<file path="src/design/prlt_pkg.sv">
// ---------------------------------------------------------------------------
// prlt_pkg: shared definitions for the per-client rate limit table
// Table sizes, divider reciprocals, result codes and the command and status
// groups between the controller and the datapath.
// ---------------------------------------------------------------------------
package prlt_pkg;

	// table geometry
	localparam int TABLE_ENTRIES    = 1024;
	localparam int PROBE_LIMIT      = 24;
	localparam int WINDOW_SLOTS     = 10;
	localparam int SECONDS_PER_TICK = 6;

	localparam int ENTRY_W    = $clog2(TABLE_ENTRIES);
	localparam int SLOT_DEPTH = TABLE_ENTRIES * WINDOW_SLOTS;
	localparam int SLOT_W     = $clog2(SLOT_DEPTH);
	localparam int REM_W      = $clog2(WINDOW_SLOTS);
	localparam int CNT_W      = (SLOT_W > 7) ? SLOT_W : 7;

	// field widths
	localparam int ADDR_W   = 64;
	localparam int TIME_W   = 32;
	localparam int LIMIT_W  = 16;
	localparam int ACTION_W = 2;
	localparam int SUM_W    = 20;
	localparam int TICK_W   = 30;
	localparam int COUNT_W  = 16;
	localparam int HASH_W   = 32;

	localparam int ENTRY_DW = 2 * ADDR_W + TIME_W;
	localparam int SLOT_DW  = TICK_W + COUNT_W;

	localparam logic [HASH_W-1:0]  HASH_SEED = 32'd5381;
	localparam logic [COUNT_W-1:0] COUNT_MAX = '1;
	localparam logic [SUM_W-1:0]   SUM_MAX   = '1;
	localparam int HASH_BYTES = 2 * ADDR_W / 8;

	// constant division by multiply with a ceiling reciprocal, exact for 32-bit inputs
	localparam int DIV_SH  = 38;
	localparam int RECIP_W = 39;
	localparam logic [63:0] TICK_RECIP64 =
		((64'd1 << DIV_SH) + 64'(SECONDS_PER_TICK) - 64'd1) / 64'(SECONDS_PER_TICK);
	localparam logic [63:0] SLOT_RECIP64 =
		((64'd1 << DIV_SH) + 64'(WINDOW_SLOTS) - 64'd1) / 64'(WINDOW_SLOTS);
	localparam logic [RECIP_W-1:0] TICK_RECIP = TICK_RECIP64[RECIP_W-1:0];
	localparam logic [RECIP_W-1:0] SLOT_RECIP = SLOT_RECIP64[RECIP_W-1:0];

	// result codes
	localparam logic [ACTION_W-1:0] ACT_CONTINUE = 2'd0;
	localparam logic [ACTION_W-1:0] ACT_DROP     = 2'd1;
	localparam logic [ACTION_W-1:0] ACT_TEMPFAIL = 2'd2;

	// datapath operations
	typedef enum logic [3:0] {
		OP_NONE,
		OP_CLEAR,
		OP_LOAD,
		OP_HASH,
		OP_PRB_RD,
		OP_PRB_CK,
		OP_VICT,
		OP_UPD_RD,
		OP_UPD_WR,
		OP_SUM_RD,
		OP_SUM_ACC,
		OP_ENT_WR,
		OP_RESULT
	} op_t;

	typedef struct packed {
		op_t  op;
		logic cnt_clr;
	} cmd_t;

	typedef struct packed {
		logic clear_last;
		logic hash_last;
		logic probe_last;
		logic slot_last;
		logic match;
		logic bypass;
		logic out_free;
	} sts_t;

endpackage

</file>
<file path="src/design/prlt_ctrl.sv">
// ---------------------------------------------------------------------------
// prlt_ctrl: request sequencer
// Sweeps the memories after reset, then steps a request through hash, probe,
// slot update, window sum and write back by issuing datapath operations.
// ---------------------------------------------------------------------------
module prlt_ctrl (
	input  logic           clk,
	input  logic           arst_n,
	input  logic           in_valid,
	input  prlt_pkg::sts_t sts,
	output prlt_pkg::cmd_t cmd,
	output logic           in_stall
);

	typedef enum logic [3:0] {
		ST_CLEAR,
		ST_IDLE,
		ST_HASH,
		ST_PRB_RD,
		ST_PRB_CK,
		ST_VICT,
		ST_UPD_RD,
		ST_UPD_WR,
		ST_SUM_RD,
		ST_SUM_ACC,
		ST_ENT_WR,
		ST_FINISH
	} state_t;

	state_t state_q;
	state_t state_d;

	// next state and operation
	always_comb begin
		state_d     = state_q;
		cmd.op      = prlt_pkg::OP_NONE;
		cmd.cnt_clr = 1'b0;
		unique case (state_q)
			ST_CLEAR: begin
				cmd.op = prlt_pkg::OP_CLEAR;
				if (sts.clear_last) begin
					cmd.cnt_clr = 1'b1;
					state_d     = ST_IDLE;
				end
			end
			ST_IDLE: begin
				if (in_valid) begin
					cmd.op      = prlt_pkg::OP_LOAD;
					cmd.cnt_clr = 1'b1;
					state_d     = ST_HASH;
				end
			end
			ST_HASH: begin
				cmd.op = prlt_pkg::OP_HASH;
				if (sts.bypass) begin
					state_d = ST_FINISH;
				end else if (sts.hash_last) begin
					cmd.cnt_clr = 1'b1;
					state_d     = ST_PRB_RD;
				end
			end
			ST_PRB_RD: begin
				cmd.op  = prlt_pkg::OP_PRB_RD;
				state_d = ST_PRB_CK;
			end
			ST_PRB_CK: begin
				cmd.op = prlt_pkg::OP_PRB_CK;
				if (sts.match) begin
					cmd.cnt_clr = 1'b1;
					state_d     = ST_UPD_RD;
				end else if (sts.probe_last) begin
					cmd.cnt_clr = 1'b1;
					state_d     = ST_VICT;
				end else begin
					state_d = ST_PRB_RD;
				end
			end
			ST_VICT: begin
				cmd.op = prlt_pkg::OP_VICT;
				if (sts.slot_last) begin
					cmd.cnt_clr = 1'b1;
					state_d     = ST_UPD_RD;
				end
			end
			ST_UPD_RD: begin
				cmd.op  = prlt_pkg::OP_UPD_RD;
				state_d = ST_UPD_WR;
			end
			ST_UPD_WR: begin
				cmd.op      = prlt_pkg::OP_UPD_WR;
				cmd.cnt_clr = 1'b1;
				state_d     = ST_SUM_RD;
			end
			ST_SUM_RD: begin
				cmd.op  = prlt_pkg::OP_SUM_RD;
				state_d = ST_SUM_ACC;
			end
			ST_SUM_ACC: begin
				cmd.op = prlt_pkg::OP_SUM_ACC;
				if (sts.slot_last) begin
					cmd.cnt_clr = 1'b1;
					state_d     = ST_ENT_WR;
				end else begin
					state_d = ST_SUM_RD;
				end
			end
			ST_ENT_WR: begin
				cmd.op  = prlt_pkg::OP_ENT_WR;
				state_d = ST_FINISH;
			end
			ST_FINISH: begin
				if (sts.out_free) begin
					cmd.op  = prlt_pkg::OP_RESULT;
					state_d = ST_IDLE;
				end
			end
			default: begin
				state_d = ST_IDLE;
			end
		endcase
	end

	// state register
	always_ff @(posedge clk or negedge arst_n) begin
		if (!arst_n) begin
			state_q <= ST_CLEAR;
		end else begin
			state_q <= state_d;
		end
	end

	assign in_stall = (state_q != ST_IDLE);

endmodule

</file>
<file path="config.mk">
export PLATFORM = sky130hd
export DESIGN_NAME = prlt_ctrl
export DESIGN_NICKNAME = d
export VERILOG_FILES = /design/src/design/prlt_pkg.sv /design/src/design/prlt_ctrl.sv
export SDC_FILE = /design/constraint.sdc
export NUM_CORES = 1
export LEC_CHECK = 0
export BUFFER_PORTS_ARGS = -buffer_cell sky130_fd_sc_hd__buf_2
export CAP_MARGIN = 20
export CORE_MARGIN = 2
export CORE_UTILIZATION = 30
export DETAILED_ROUTE_END_ITERATION = 10
export GPL_TIMING_DRIVEN = 0
export PLACE_DENSITY = 0.65
export SYNTH_ARGS = -nofsm -noshare
export SYNTH_HDL_FRONTEND = slang
export SYNTH_SLANG_ARGS = --single-unit
</file>
<file path="constraint.sdc">
create_clock -name clk -period 1.4 [get_ports clk]
set_clock_uncertainty 0.1 [all_clocks]
set_input_delay 0.07 -clock clk [delete_from_list [all_inputs] [get_ports clk]]
set_output_delay 0.07 -clock clk [all_outputs]
set_load 0.01 [all_outputs]
</file>
Yosys cells after proc, flatten, opt, wreduce, memory -nomap -nowiden
Cells that the tools add are included.
- input bits: 10
- bits in latches: 0
- memory bits (read-only): 0
- output and inout port bits: 6
- logic and storage cells: 41
- bits in registers: 4
- memories: 0
- memory bits (writable): 0
- multipliers: 0
- add/subtract/negate cells: 0
- bitwise gates (word level): 0
- shift operators: 0
- divide/modulo/power cells: 0
- $lt $le $gt $ge: 0
- multiplexer cells: 20
- reduce and logical (&&, ||, !) cells: 3
- equality and inequality tests: 17
- operators with widths (kind ; number):
    $pmux 4 s12 ; 2
    $mux 4 ; 8
    $eq 4x3->1 const B ; 4
    $eq 4x4->1 const B ; 4
    $eq 4x2->1 const B ; 2
    $ne 2x2->1 const B ; 4
    $mux 1 ; 6
    $mux 3 ; 2
    $pmux 1 s6 ; 1
    $reduce_and 5->1 ; 1
    $eq 4x1->1 const B ; 1
    $logic_not 4->1 ; 1
    $ne 4x1->1 const B ; 1
    $ne 3x3->1 const B ; 1
    $mux 2 ; 1
    $reduce_or 2->1 ; 1

Longest topological paths before layout
- depth after elaboration: 3
- depth in mapped cells: 5
- depth with buffers taken out: 4

Worst setup path before layout
No wires, ideal clock.
- kind: reg-to-output
- from: register state_q[1]
- to: output port cmd[0] (netlist bit)
- data required time: 1230 ps
- setup slack: 2 ps
- buffers on the path: 1
- stages on the path, launching flop included: 6
- data arrival time: 1228 ps
- path through: dfrtp_1 buf_6 or2_1 nor3b_1 a21oi_1 o221ai_1
- RTL lines (what ; RTL line ; text):
    from (decl) ; prlt_ctrl.sv:30 ; state_t state_q;
    from (signal assigned) ; prlt_ctrl.sv:128 ; state_q <= state_d;
    to (decl) ; prlt_ctrl.sv:11 ; output prlt_pkg::cmd_t cmd,

==> Flow_metrics.wiki <==
{| class="wikitable"
! Metric !! Value
|-
| Maximum Capacitance Violations || 0
|-
| DIE HEIGHT || 42.2 um
|-
| Cell with the largest stage delay on the worst path || sky130_fd_sc_hd__dfrtp_1
|-
| Multi-input logic area || 357 sq um
|-
| Crit start category || flop
|-
| Filler Cells Inserted || 121
|-
| Finished Core Util || 58.3%
|-
| Crit path time final || 1.67 ns
|-
| Slew at the pin closest to its max-slew limit || 0.234 ns
|-
| Count of synthesis-stage warnings from yosys || 0
|-
| RSZ-0062 raised after global routing || yes
|-
| Element type at the critical path end || output port
|-
| All-layer global routing usage || 17.3%
|-
| Share of flip-flops with an asynchronous set or reset || 100%
|-
| Top Registers || state_q (4)
|-
| Flip-flop count of the largest register, all copies and words added || 4
|-
| Average routed wire per standard cell || 14.6 um
|-
| Final worst-path setup slack || -0.271 ns
|-
| Final HPWL DP || approximately 840 um
|-
| Number of remaining DRC errors || 0
|-
| Number of optimization iterations in the first detailed-route pass || 4
|-
| Run status || complete, but fails checks
|-
| Via count || 585
|-
| Maximum vdd drop || 1.24 mV
|-
| Leak Pwr || roughly 0.37 nW
|-
| Largest Register || state_q
|-
| Total negative setup slack || -0.678 ns
|-
| Vias per cell || between 5 and 6
|-
| Count of flip-flops with a built-in enable after synthesis || 0
|-
| Final setup violation count || 7
|-
| Clock buffers created by TritonCTS || 3
|-
| List of most frequent post-synthesis cells || sky130_fd_sc_hd__a21oi_1 (6), sky130_fd_sc_hd__nand2_1 (6), sky130_fd_sc_hd__nor2_1 (5)
|-
| Synth-to-layout area growth || 77.4%
|-
| Proportion of netlist area held by the largest area contributor || 22.9%
|-
| Required time of the worst setup path || 1.23 ns
|-
| Post-Synthesis Cells || 61
|-
| Via count of the first global-routing pass || 535
|-
| Root Buffer || sky130_fd_sc_hd__clkbuf_4
|-
| Die outline width || between 40 and 50 um
|-
| Initial core utilization || between 30% and 40%
|-
| Post-layout net count || a little over 100
|-
| Global-route wire length before repair || around 2.4 mm
|-
| Post-synthesis register bit count || 4
|-
| Dominant synthesized flop cell || sky130_fd_sc_hd__dfrtp_1
|-
| Total routed wirelength || 1.54 mm
|-
| Mapped cell area || 438 sq um
|-
| Core area || 1330 sq um
|-
| Leading cell types by total area after synthesis || sky130_fd_sc_hd__dfrtp_1 (23%), sky130_fd_sc_hd__a21oi_1 (6.9%), sky130_fd_sc_hd__nand2_1 (5.1%)
|-
| Pin count of the biggest net entering global routing || 11
|-
| Min-delay worst type || in -> async
|-
| H-tree depth || 1
|-
| Clock Path Buffers || 2
|-
| Port Buffer Count || 15
|-
| Initial antenna violation count || 0
|-
| Crit path DAT || 1.50 ns
|-
| Seq/Total Area, Yosys || a little under a quarter
|-
| Average cell area after synthesis || 7.18 sq um
|-
| Final Power || 1.94 mW
|-
| Number of buffer and inverter stages on the critical path || 2
|-
| IO Pins || 16
|-
| Total die area || 1780 sq um
|-
| Final ANT Viol Nets || 0
|-
| Cell total after placement || 91
|-
| Cell class contributing the biggest share of worst-path delay || simple AND/OR/NAND/NOR gates
|-
| Ordered cell list for the critical path || buf_6, or2_4, nor3b_2, a21oi_1, o221ai_1, buf_2
|-
| Global route overflow || 0
|-
| Standard-cell row count || 13
|-
| Clock Pin Slew Worst Setup and Hold Paths || 0.04 ns
|-
| Share of the cycle needed by the critical path after routing || 119%
|-
| Reg-to-reg slack, setup || -0.09 ns
|-
| Final Wtd Congestion || 0.781
|-
| Critical setup path kind || reg -> out
|-
| Number of sinks handled by clock tree synthesis || 4
|-
| Fraction of final layout cells with drive strength greater than 1 || 51.6%
|-
| Headroom to the max-slew limit || between 80 and 90%
|-
| Cell accounting for the most synthesized area || sky130_fd_sc_hd__dfrtp_1
|-
| Highest attainable clock frequency || 599 MHz
|-
| Final max-slew violation count || 0
|-
| # diodes || 0
|-
| Clk_lat worst skew || 0.24 ns
|-
| Peak per-stage delay on the critical path || 0.38 ns
|-
| Count of unique library cells instantiated by Yosys || 27
|-
| Crit path max fanout || 4
|-
| Number of nets in the synthesized netlist || 71
|-
| Number of cells in the finished layout apart from fillers || between 100 and 150
|-
| CTS tree || built
|-
| P per Cell Area || 2500 nW/um^2
|-
| Number of violations reported at the end of detailed-routing iteration 0 || 20
|-
| Hold Fails Final Rpt || 0
|-
| Violated checks || negative setup slack
|-
| Seq. cell area || 103 sq um
|}
==> cell type report <==
type | instances | area share [%]
plain buffers | 5 | 7.73
clock buffers | 3 | 2.90
repair buffers | 27 | 26.1
inverters | 3 | 1.77
flip-flops and latches | 4 | 13.2
well taps | 15 | 2.42
multi-input cells | 49 | 45.9
==> final timing paths <==
path | start | endpoint | cells past startpoint
setup reg to reg | state_q[0] | state_q[1] | 6
setup / recovery | state_q[1] | cmd[0] | 6
hold reg to reg | state_q[2] | state_q[3] | 3
hold / removal | arst_n | state_q[3] | 2
max in group asynchronous | arst_n | state_q[0] | 2
min in group clk | sts[4] | state_q[2] | 3
==> cells by family (layout without fill, tap and decap cells) <==
logic type	count (synthesis)	count (layout)	share of synthesized area (%)
and+or+nand+nor	24	24	28.9
AOI/OAI and AO/OA	21	21	29.7
buffers and inverters	8	38	10.0
DFF	4	4	22.9
xor gates and xnor gates	2	2	4.00
muxes	2	2	4.57
==> power breakdown <==
group | switching [mW] | internal, mW | total [mW]
clock network | 0.0487 | 0.0960 | 0.145
logic | 0.761 | 0.787 | 1.55
registers | 0.0719 | 0.181 | 0.253
==> repair_timing <==
item / CTS / global route
buffers inserted: 8 / 3
hold buffers: 1 / 0
endpoints found under the hold margin: 4 / 0
pin swaps: 9 / 7
resized for setup: 24 / 10
setup endpoints to repair: 7 / 8
==> metrics by stage <==
step                      setup WS (ns)  cell area (sq um)  hold slack, ns
final                            -0.271                777          0.0690
after global routing             -0.363                777          0.0770
after CTS                        -0.250                714          0.0582
after detailed placement         -0.106                532          -0.222
after global placement          -0.0961                532          -0.225
after floorplan                 0.00198                438          -0.326
==> layout by cell type, fill, tap and decap left out, types with 2 or more instances in the layout <==
| cell type | n |
|---|---|
| sky130_fd_sc_hd__dfrtp_2 | 2 |
| sky130_fd_sc_hd__nand2_1 | 5 |
| sky130_fd_sc_hd__o21ai_1 | 2 |
| sky130_fd_sc_hd__nor2_1 | 4 |
| sky130_fd_sc_hd__mux2i_1 | 2 |
| sky130_fd_sc_hd__buf_6 | 10 |
| sky130_fd_sc_hd__and3b_1 | 2 |
| sky130_fd_sc_hd__o21ai_0 | 2 |
| sky130_fd_sc_hd__inv_1 | 2 |
| sky130_fd_sc_hd__nand3_1 | 3 |
| sky130_fd_sc_hd__dfrtp_1 | 2 |
| sky130_fd_sc_hd__clkbuf_4 | 3 |
| sky130_fd_sc_hd__a21oi_1 | 5 |
| sky130_fd_sc_hd__buf_4 | 4 |
| sky130_fd_sc_hd__nand2b_1 | 2 |
| sky130_fd_sc_hd__buf_2 | 15 |
| sky130_fd_sc_hd__o22ai_1 | 2 |
| sky130_fd_sc_hd__xor2_1 | 2 |
==> routing by layer <==
metal | part of all wire (%) | routed length (um) | up-vias | GRT usage [%]
met3 | 5.9 | 91 | 0 | 6.90
met4 | 0 | 0 | 0 | 3.75
met5 | 0 | 0 | - | 0
met2 | 52 | 795 | 22 | 28.0
met1 | 43 | 656 | 277 | 21.3
li1 | - | - | 286 | -
No activity file was read; power rests on OpenSTA's default activity.
